[src/hw/rtl/tocq_pkg.sv]
// package for the time ordered event queue
// holds command and status codes, sequencer states and the slot layout
// no dependencies
`timescale 1ns / 1ps

package tocq_pkg;

  localparam int unsigned TICK_W = 64;
  localparam int unsigned PRIO_W = 8;
  localparam int unsigned ID_W   = 8;
  localparam int unsigned OCC_W  = 5;

  typedef enum logic [1:0] {
    CMD_INSERT = 2'd0,
    CMD_REMOVE = 2'd1,
    CMD_POP    = 2'd2,
    CMD_NOP    = 2'd3
  } cmd_e;

  typedef enum logic [1:0] {
    STS_OK       = 2'd0,
    STS_EMPTY    = 2'd1,
    STS_FULL     = 2'd2,
    STS_NOTFOUND = 2'd3
  } status_e;

  typedef enum logic [2:0] {
    ST_IDLE,
    ST_READ,
    ST_EVAL,
    ST_WNEW,
    ST_DONE
  } state_e;

  typedef enum logic [1:0] {
    MD_INSERT,
    MD_SEARCH,
    MD_SHIFT,
    MD_HEAD
  } mode_e;

  typedef struct packed {
    logic [TICK_W-1:0]        tick;
    logic signed [PRIO_W-1:0] prio;
    logic [ID_W-1:0]          id;
  } slot_t;

  localparam int unsigned SLOT_W = $bits(slot_t);

endpackage

[src/hw/rtl/time_ordered_event_queue_core.sv]
// time ordered event queue: sorted bounded queue kept in one slot ram
// depends on tocq_pkg and tocq_ram
//
// usage:
// the input channel (in_valid_i / in_stall_o) carries one command per transfer:
// insert an id with due tick and priority, remove the first entry with an id,
// or pop the head. entries stay sorted by tick, then signed priority, with a
// new entry placed ahead of equal keys. every command gives exactly one result
// on the output channel (out_valid_o / out_stall_i): status, the popped entry
// on a successful pop (zero otherwise) and the occupancy after the command.
// the sequencer walks the slot ram one slot at a time (read, then evaluate
// and write back); insert visits the tail down to the slot ahead of its
// position, remove and pop every queued slot; an insert that puts its entry at
// the head or into an empty queue ends with a separate write of the new entry.
// one command is in work at a time; in_stall_o is high while it runs.
// the result sits in an output register, so a new command is taken while an
// earlier result is still stalled; a finished command waits only if that
// register is still full. reset empties the queue and drops any held result;
// the slot ram itself is not cleared.
`timescale 1ns / 1ps

module time_ordered_event_queue_core #(
  parameter int unsigned QUEUE_DEPTH = 16
) (
  input  logic                                clk_i,
  input  logic                                rst_ni,
  input  logic                                in_valid_i,
  output logic                                in_stall_o,
  input  logic [1:0]                          command_i,
  input  logic [tocq_pkg::ID_W-1:0]           event_id_i,
  input  logic [tocq_pkg::TICK_W-1:0]         due_tick_i,
  input  logic signed [tocq_pkg::PRIO_W-1:0]  event_priority_i,
  output logic                                out_valid_o,
  input  logic                                out_stall_i,
  output logic [1:0]                          status_o,
  output logic [tocq_pkg::ID_W-1:0]           head_id_o,
  output logic [tocq_pkg::TICK_W-1:0]         head_tick_o,
  output logic signed [tocq_pkg::PRIO_W-1:0]  head_priority_o,
  output logic [tocq_pkg::OCC_W-1:0]          occupancy_o
);

  localparam int unsigned AddrW = $clog2(QUEUE_DEPTH);
  localparam int unsigned CntW  = $clog2(QUEUE_DEPTH + 1);
  localparam logic [CntW-1:0] DepthCnt = CntW'(QUEUE_DEPTH);

  tocq_pkg::state_e  state_q, state_d;
  tocq_pkg::mode_e   mode_q, mode_d;
  tocq_pkg::status_e res_status_q, res_status_d;
  tocq_pkg::slot_t   res_slot_q, res_slot_d;
  tocq_pkg::slot_t   new_slot_q;
  tocq_pkg::slot_t   rd_slot;
  logic [AddrW-1:0]  idx_q, idx_d;
  logic [CntW-1:0]   count_q, count_d;

  logic                      out_valid_q;
  tocq_pkg::status_e         out_status_q;
  tocq_pkg::slot_t           out_slot_q;
  logic [tocq_pkg::OCC_W-1:0] out_occ_q;

  logic                        ram_we;
  logic [AddrW-1:0]            ram_waddr;
  logic [tocq_pkg::SLOT_W-1:0] ram_wdata;
  logic [AddrW-1:0]            ram_raddr;
  logic [tocq_pkg::SLOT_W-1:0] ram_rdata;

  logic in_xfer;
  logic out_load;
  logic goes_before;
  logic at_tail;

  tocq_ram #(
    .WIDTH (tocq_pkg::SLOT_W),
    .DEPTH (QUEUE_DEPTH)
  ) u_slot_ram (
    .clk_i   (clk_i),
    .we_i    (ram_we),
    .waddr_i (ram_waddr),
    .wdata_i (ram_wdata),
    .raddr_i (ram_raddr),
    .rdata_o (ram_rdata)
  );

  assign rd_slot    = tocq_pkg::slot_t'(ram_rdata);
  assign in_stall_o = (state_q != tocq_pkg::ST_IDLE);
  assign in_xfer    = in_valid_i && !in_stall_o;
  assign out_load   = (state_q == tocq_pkg::ST_DONE) && (!out_valid_q || !out_stall_i);

  assign goes_before = (new_slot_q.tick < rd_slot.tick) ||
                       ((new_slot_q.tick == rd_slot.tick) &&
                        (new_slot_q.prio <= rd_slot.prio));
  assign at_tail     = ((CntW'(idx_q) + CntW'(1)) == count_q);

  always_ff @(posedge clk_i or negedge rst_ni) begin
    if (!rst_ni) begin
      state_q <= tocq_pkg::ST_IDLE;
      mode_q  <= tocq_pkg::MD_INSERT;
      count_q <= '0;
    end else begin
      state_q <= state_d;
      mode_q  <= mode_d;
      count_q <= count_d;
    end
  end

  always_ff @(posedge clk_i) begin
    idx_q        <= idx_d;
    res_status_q <= res_status_d;
    res_slot_q   <= res_slot_d;
    if (in_xfer) begin
      new_slot_q.tick <= due_tick_i;
      new_slot_q.prio <= event_priority_i;
      new_slot_q.id   <= event_id_i;
    end
  end

  always_comb begin
    state_d      = state_q;
    mode_d       = mode_q;
    idx_d        = idx_q;
    count_d      = count_q;
    res_status_d = res_status_q;
    res_slot_d   = res_slot_q;
    ram_we       = 1'b0;
    ram_waddr    = idx_q;
    ram_wdata    = new_slot_q;
    ram_raddr    = idx_q;

    case (state_q)
      tocq_pkg::ST_IDLE: begin
        if (in_xfer) begin
          res_status_d = tocq_pkg::STS_OK;
          res_slot_d   = '0;
          idx_d        = '0;
          case (tocq_pkg::cmd_e'(command_i))
            tocq_pkg::CMD_INSERT: begin
              mode_d = tocq_pkg::MD_INSERT;
              if (count_q == DepthCnt) begin
                res_status_d = tocq_pkg::STS_FULL;
                state_d      = tocq_pkg::ST_DONE;
              end else if (count_q == '0) begin
                state_d = tocq_pkg::ST_WNEW;
              end else begin
                idx_d   = AddrW'(count_q - CntW'(1));
                state_d = tocq_pkg::ST_READ;
              end
            end
            tocq_pkg::CMD_REMOVE: begin
              mode_d = tocq_pkg::MD_SEARCH;
              if (count_q == '0) begin
                res_status_d = tocq_pkg::STS_NOTFOUND;
                state_d      = tocq_pkg::ST_DONE;
              end else begin
                state_d = tocq_pkg::ST_READ;
              end
            end
            tocq_pkg::CMD_POP: begin
              mode_d = tocq_pkg::MD_HEAD;
              if (count_q == '0) begin
                res_status_d = tocq_pkg::STS_EMPTY;
                state_d      = tocq_pkg::ST_DONE;
              end else begin
                state_d = tocq_pkg::ST_READ;
              end
            end
            default: begin
              state_d = tocq_pkg::ST_DONE;
            end
          endcase
        end
      end

      tocq_pkg::ST_READ: begin
        state_d = tocq_pkg::ST_EVAL;
      end

      tocq_pkg::ST_EVAL: begin
        case (mode_q)
          tocq_pkg::MD_INSERT: begin
            ram_we = 1'b1;
            ram_waddr = idx_q + AddrW'(1);
            if (goes_before) begin
              ram_wdata = rd_slot;
              if (idx_q == '0) begin
                state_d = tocq_pkg::ST_WNEW;
              end else begin
                idx_d   = idx_q - AddrW'(1);
                state_d = tocq_pkg::ST_READ;
              end
            end else begin
              count_d = count_q + CntW'(1);
              state_d = tocq_pkg::ST_DONE;
            end
          end
          tocq_pkg::MD_SEARCH: begin
            if (rd_slot.id == new_slot_q.id) begin
              if (at_tail) begin
                count_d = count_q - CntW'(1);
                state_d = tocq_pkg::ST_DONE;
              end else begin
                mode_d  = tocq_pkg::MD_SHIFT;
                idx_d   = idx_q + AddrW'(1);
                state_d = tocq_pkg::ST_READ;
              end
            end else if (at_tail) begin
              res_status_d = tocq_pkg::STS_NOTFOUND;
              state_d      = tocq_pkg::ST_DONE;
            end else begin
              idx_d   = idx_q + AddrW'(1);
              state_d = tocq_pkg::ST_READ;
            end
          end
          tocq_pkg::MD_HEAD: begin
            res_slot_d = rd_slot;
            if (at_tail) begin
              count_d = count_q - CntW'(1);
              state_d = tocq_pkg::ST_DONE;
            end else begin
              mode_d  = tocq_pkg::MD_SHIFT;
              idx_d   = idx_q + AddrW'(1);
              state_d = tocq_pkg::ST_READ;
            end
          end
          default: begin
            ram_we    = 1'b1;
            ram_waddr = idx_q - AddrW'(1);
            ram_wdata = rd_slot;
            if (at_tail) begin
              count_d = count_q - CntW'(1);
              state_d = tocq_pkg::ST_DONE;
            end else begin
              idx_d   = idx_q + AddrW'(1);
              state_d = tocq_pkg::ST_READ;
            end
          end
        endcase
      end

      tocq_pkg::ST_WNEW: begin
        ram_we    = 1'b1;
        ram_waddr = idx_q;
        ram_wdata = new_slot_q;
        count_d   = count_q + CntW'(1);
        state_d   = tocq_pkg::ST_DONE;
      end

      tocq_pkg::ST_DONE: begin
        if (out_load) begin
          state_d = tocq_pkg::ST_IDLE;
        end
      end

      default: begin
        state_d = tocq_pkg::ST_IDLE;
      end
    endcase
  end

  // output register, refilled when empty or when the held result transfers
  always_ff @(posedge clk_i or negedge rst_ni) begin
    if (!rst_ni) begin
      out_valid_q <= 1'b0;
    end else if (out_load) begin
      out_valid_q <= 1'b1;
    end else if (!out_stall_i) begin
      out_valid_q <= 1'b0;
    end
  end

  always_ff @(posedge clk_i) begin
    if (out_load) begin
      out_status_q <= res_status_q;
      out_slot_q   <= res_slot_q;
      out_occ_q    <= tocq_pkg::OCC_W'(count_q);
    end
  end

  assign out_valid_o     = out_valid_q;
  assign status_o        = out_status_q;
  assign head_id_o       = out_slot_q.id;
  assign head_tick_o     = out_slot_q.tick;
  assign head_priority_o = out_slot_q.prio;
  assign occupancy_o     = out_occ_q;

endmodule

[src/hw/rtl/tocq_ram.sv]
// generic single write port, single read port ram with registered read
// no dependencies
`timescale 1ns / 1ps

module tocq_ram #(
  parameter int unsigned WIDTH = 80,
  parameter int unsigned DEPTH = 16
) (
  input  logic                     clk_i,
  input  logic                     we_i,
  input  logic [$clog2(DEPTH)-1:0] waddr_i,
  input  logic [WIDTH-1:0]         wdata_i,
  input  logic [$clog2(DEPTH)-1:0] raddr_i,
  output logic [WIDTH-1:0]         rdata_o
);

  logic [WIDTH-1:0] mem_q [DEPTH];

  always_ff @(posedge clk_i) begin
    if (we_i) begin
      mem_q[waddr_i] <= wdata_i;
    end
    rdata_o <= mem_q[raddr_i];
  end

endmodule

[config.mk]
export PLATFORM = sky130hd
export DESIGN_NAME = time_ordered_event_queue_core
export DESIGN_NICKNAME = d
export VERILOG_FILES = /design/src/hw/rtl/tocq_pkg.sv /design/src/hw/rtl/time_ordered_event_queue_core.sv /design/src/hw/rtl/tocq_ram.sv
export SDC_FILE = /design/constraint.sdc
export NUM_CORES = 2
export LEC_CHECK = 0
export BUFFER_PORTS_ARGS = -buffer_cell sky130_fd_sc_hd__buf_2
export CAP_MARGIN = 10
export CORE_ASPECT_RATIO = 0.9
export CORE_MARGIN = 2
export CORE_UTILIZATION = 62
export DETAILED_ROUTE_END_ITERATION = 10
export GPL_TIMING_DRIVEN = 1
export PLACE_DENSITY_LB_ADDON = 0.05
export RECOVER_POWER = 50
export SLEW_MARGIN = 20
export SYNTH_ARGS = -nofsm -noshare
export SYNTH_HDL_FRONTEND = slang
export SYNTH_HIERARCHICAL = 1
export SYNTH_SLANG_ARGS = --single-unit
[constraint.sdc]
create_clock -name clk_i -period 11.35 [get_ports clk_i]
set_input_delay 2.27 -clock clk_i [delete_from_list [all_inputs] [get_ports clk_i]]
set_output_delay 2.27 -clock clk_i [all_outputs]
set_load 0.02 [all_outputs]
==> Yosys cells after proc, flatten, opt, wreduce, memory -nomap -nowiden <==
Memory sizes are Yosys's and may differ from the RTL's. A register that Yosys moved wholly into a read port is not among the register bits.
Index checks and enable logic that the tools add are counted.
Widths: inputs -> output; s select.
{ "op_classes": {"add_sub_neg": 5, "order_cmp": 2, "eq_ne": 26, "n_mux": 54, "n_reduce_logical": 24} }
{ "ops": {"columns": ["operator", "count"], "rows": [
  ["$mux 80", 4],
  ["$pmux 80 s2", 2],
  ["$eq 64x64->1", 1],
  ["$lt 64x64->1", 1],
  ["$mux 4", 9],
  ["$mux 2", 11],
  ["$mux 3", 7],
  ["$pmux 5 s2", 2],
  ["$ne 3x3->1 const B", 6],
  ["$pmux 4 s2", 2],
  ["$mux 5", 3],
  ["$pmux 3 s5", 1],
  ["$reduce_and 5->1", 3],
  ["$ne 2x2->1 const B", 6],
  ["$pmux 2 s2", 3],
  ["$pmux 2 s3", 2],
  ["$eq 8x8->1", 1],
  ["$le 8x8->1", 1],
  ["$eq 3x2->1 const B", 2],
  ["$mux 1", 6],
  ["$pmux 3 s2", 1],
  ["$reduce_and 3->1", 2],
  ["$add 4x1->5 const B", 1],
  ["$add 5x1->5 const B", 1],
  ["23 further kinds", 33]
]} }
{ "totals": {"regBits": 264, "ram_bits": 1280, "in_bits": 86, "output_inout_bits": 89, "wordCells": 129, "mem_count": 1} }
{ "mem_list": {"columns": ["name", "words", "word_bits", "rd", "rd_clocked_by_memory_dff", "write_ports", "line_no", "source"], "rows": [
  ["u_slot_ram.mem_q", 16, 80, 1, 1, 1, "tocq_ram.sv:17", "logic [WIDTH-1:0] mem_q [DEPTH];"]
]} }

==> Longest topological paths before layout <==
{ "depth": {"word_depth": 6, "mapped_depth": 11, "ltp_nobuf": 9} }

==> Modules after synthesis <==
The synthesis kept the hierarchy.
{ "modules_own_cells": {"columns": ["module", "n_inst", "cells_each", "area_per_inst_um2", "seq_area_each_um2"], "rows": [
  ["tocq_ram", 1, 2054, 49422.4, 40038.4],
  ["time_ordered_event_queue_core", 1, 1382, 14853.0, 7872.6]
]} }

==> Worst setup path after synthesis <==
Ideal clock, no wire load.
{ "synth_timing": {"path_type": "register to register", "startpoint": "register state_q[2]", "endpoint": "memory u_slot_ram.mem_q[0][0] (enable)", "setup_ps": 616, "arrival_ps": 7847, "t_required_ps": 10734, "setup_slack_ps": 2887, "path_stages_with_launch": 11, "path_buffers": 3, "period_less_slack_ps": 8463, "cell_sequence": "dfrtp_1 > clkbuf_1 > nor2_1 > nand2_1 > nor2_1 > clkbuf_1 > buf_1 > nand2_1 > xnor2_1 > or3b_2 > nor3_1"} }
{ "synth_via": {"word_cells_on_any_way": 6, "classes_between": "2 x eq/ne; 4 x mux"} }
{ "synth_rtl": {"columns": ["item", "line_no", "source"], "rows": [
  ["from (decl)", "time_ordered_event_queue_core.sv:46", "tocq_pkg::state_e state_q, state_d;"],
  ["from (signal assigned)", "time_ordered_event_queue_core.sv:95", "state_q <= tocq_pkg::ST_IDLE;"],
  ["from (signal assigned)", "time_ordered_event_queue_core.sv:99", "state_q <= state_d;"],
  ["$eq 3x2->1", "time_ordered_event_queue_core.sv:128", "case (state_q)"],
  ["$mux 4", "time_ordered_event_queue_core.sv:128", null],
  ["net ram_waddr[3]", "time_ordered_event_queue_core.sv:61", "logic [AddrW-1:0] ram_waddr;"],
  ["to (decl)", "tocq_ram.sv:17", null]
]} }
The timed path passes the listed nets, and every way through them passes these cells.

==> Final worst setup path <==
{ "layout_timing": {"startpoint": "register state_q[1]", "endpoint": "memory u_slot_ram.mem_q[5][69] (enable)"} }
Same word-level chain as after synthesis.

==> impl_metrics.json <==
{
  "place_inst": 4902,
  "internal_power_mw": 13.4,
  "tns_ps": 0,
  "syn_area_per_cell_um2": 18.7,
  "finClkSkew_ps": 24.3,
  "setup_violations": 0,
  "cts_tree": "yes",
  "rsz0062_at_grt": "false",
  "root_buffer": "clkbuf_16",
  "p_clk_frac": 0.267,
  "leakage_nw": 23.6,
  "crit_top_cell": "clkbuf_1",
  "crit_arrival_ps": 8460,
  "ys_seq_area_frac": 0.745,
  "gp_congestion": 0.816,
  "critPathMaxStageDelay_ps": 3130,
  "power.density_nw_per_um2": 275,
  "fin_cells": 5195,
  "power_frac_seq": 0.435,
  "portBuffers": 174,
  "fin_nets": 3861,
  "cts_hold_buf": 0,
  "p_comb_frac": 0.298,
  "final_common_cell": "edfxtp_1",
  "vias": 35300,
  "yosys.area.top_type": "edfxtp_1",
  "netlist_instances": 3436,
  "routed_wl_um": 161000,
  "netlist-cell-type-count": 68,
  "antenna_found_initial": 5,
  "layout_common_cells": "edfxtp_1, mux4_2, clkbuf_1",
  "syn_area_um2": 64300,
  "period_share": 0.725,
  "first_global_vias": 35700,
  "vdd_drop_max_mv": 0.246,
  "worst_pin_slew_ps": 4470,
  "numCtsBuffers": 157,
  "postCtsSetupBuffers": 0,
  "critPathSlowestCell": "clkbuf_1",
  "clk_latency_ps": 760,
  "cp_data_required_time_ps": 11590,
  "cts_resized": 0,
  "cts.clk_slew.worst_paths_ps": 60,
  "drive_above_1_share": 0.188,
  "p_sw_mw": 6.39,
  "critPathKind": "reg -> reg",
  "htreeDepth": 4,
  "path_max_fanout": 53,
  "ys_async_sr_fraction": 0.00677,
  "relSlewSlack": -1.98,
  "synth-edff-count": 1533,
  "synth_seq_cells": 1624,
  "cts_sinks": 1624,
  "maxSlewViolCount": 1192,
  "status": "complete, but fails checks",
  "yosysTopAreaCellShare": 0.716,
  "design.die.area_um2": 106000,
  "wire_per_inst_um": 31.1,
  "critPathLaunchType": "register",
  "total_power_mw": 19.8,
  "critical_path_buf_inv_count": 3,
  "hpwl_um": 86000,
  "finalHoldViolCount": 0,
  "rows": 112,
  "synth_warnings": 6,
  "crit_path_end_kind": "register",
  "synth.area.top_cells": "edfxtp_1, mux4_2, dfxtp_1, a22oi_1, ha_1",
  "sw_frac_of_total": 0.322,
  "maxCapViolations": 34,
  "start_util": 0.622,
  "grt.total_usage": 0.308,
  "drt_iter0_drc": 4720,
  "violations": "capacitance limit, slew limit",
  "max_freq_mhz": 122,
  "grt_max_degree": 150,
  "hp-class": "reg -> reg",
  "route.detailed.drc": 0,
  "ctsLongestPathBuffers": 3,
  "synth_fp_nets": 3603,
  "finalCriticalPeriod_ps": 8220,
  "critical_path.top_delay_family": "buffers and inverters",
  "die_y_um": 309,
  "worstPathCellList": "nor3b_1 > clkbuf_1 > nand2_1 > buf_4 > xnor2_1 > nand2b_1 > nor2_4 > clkbuf_1",
  "postRouteAntennaNets": 0,
  "first_pass_iters": 7,
  "fp.coreArea_um2": 103000,
  "area_growth_pct": 11.9,
  "chipWidth_um": 343,
  "viasPerCell": 6.80,
  "grt_pass1_wl_um": 235000,
  "grt.overflow.total": 0,
  "ios": 175,
  "synth_ff_type": "edfxtp_1"
}
## synthesized netlist by cell type (24+ instances only)
library cell	n
clkbuf_1	132
a22oi_1	161
mux4_2	320
o311ai_0	24
edfxtp_1	1533
dfxtp_1	80
a21oi_1	37
o311ai_1	49
inv_1	94
a221oi_1	73
nand2_1	118
nor2_1	177
ha_1	81
buf_1	33
buf_2	34
and3_1	72
nand3_1	113
nand2b_1	79
## logic make-up after synthesis
kind of cell | share of synthesized area
xor gates and xnor gates | 0.00286
and+or+nand+nor | 0.0485
muxes | 0.114
DFF | 0.745
buffers and inverters | 0.0212
AOI/OAI and AO/OA | 0.0525
adders and majority gates | 0.0158
## cell type report
| cell class | instances | area (µm²) |
|---|---|---|
| Antenna cell | 1 | 2.50 |
| Clock inverter | 79 | 781 |
| Tap cell | 1368 | 1710 |
| Inverter | 94 | 353 |
| Timing Repair Buffer | 319 | 1620 |
| Sequential cell | 1624 | 47900 |
| Clock buffer | 212 | 4470 |
| Multi-Input combinational cell | 1498 | 15100 |
| Fill cell | 6471 | 31300 |
## worst paths after layout
path / startpoint / end / slack (ps) / depth (start not counted)
max: state_q[1] / u_slot_ram/mem_q[5][69] / 3130 / 8
min: res_slot_q[22] / head_tick_o[6] / 420 / 0
max reg2reg: state_q[1] / u_slot_ram/mem_q[5][69] / 3130 / 8
min reg2reg: res_slot_q[22] / head_tick_o[6] / 420 / 0
max in group asynchronous: rst_ni / mode_q[1] / 9260 / 1
min in group asynchronous: rst_ni / count_q[3] / 1560 / 1
## metrics by stage
stage	instance area, µm²	worst slack (ps)	utilization	hold slack [ps]
after floorplan	64300	2890	-	400
after global placement	67200	5080	0.650	402
after detailed placement	67200	5570	0.651	405
after CTS	72500	5510	0.702	418
after global routing	71900	2780	0.697	422
final	71900	3130	0.697	418
## per-layer routing
layer | share of wire | vias up | global-route usage
met4 | 0.029 | 4 | 0.101
met2 | 0.48 | 1967 | 0.488
met5 | 0.00017 | - | 0
li1 | - | 14600 | -
met1 | 0.39 | 18500 | 0.447
met3 | 0.092 | 329 | 0.0531
## power groups by stage
stage | clock network [mW] | logic (mW) | registers [mW]
final | 5.29 | 5.91 | 8.61
after detailed placement | 0 | 5.96 | 8.67
after global placement | 0 | 5.76 | 8.65
after global routing | 5.59 | 6.37 | 8.66
after floorplan | 0 | 3.94 | 8.65
after CTS | 5.35 | 5.99 | 8.56
## state kept, by name, indices dropped and copies added (netlist names)
| signal | flops |
|---|---|
| u_slot_ram/mem_q | 1280 |
| res_status_q | 2 |
| u_slot_ram/rdata_o | 80 |
| count_q | 5 |
| occupancy_o | 5 |
| status_o | 2 |
| mode_q | 2 |
| res_slot_q | 80 |
| state_q | 3 |
| head_id_o | 8 |
| out_valid_o | 1 |
| head_tick_o | 64 |
| idx_q | 4 |
| new_slot_q | 80 |
| head_priority_o | 8 |
No activity file was read; power rests on OpenSTA's default activity.
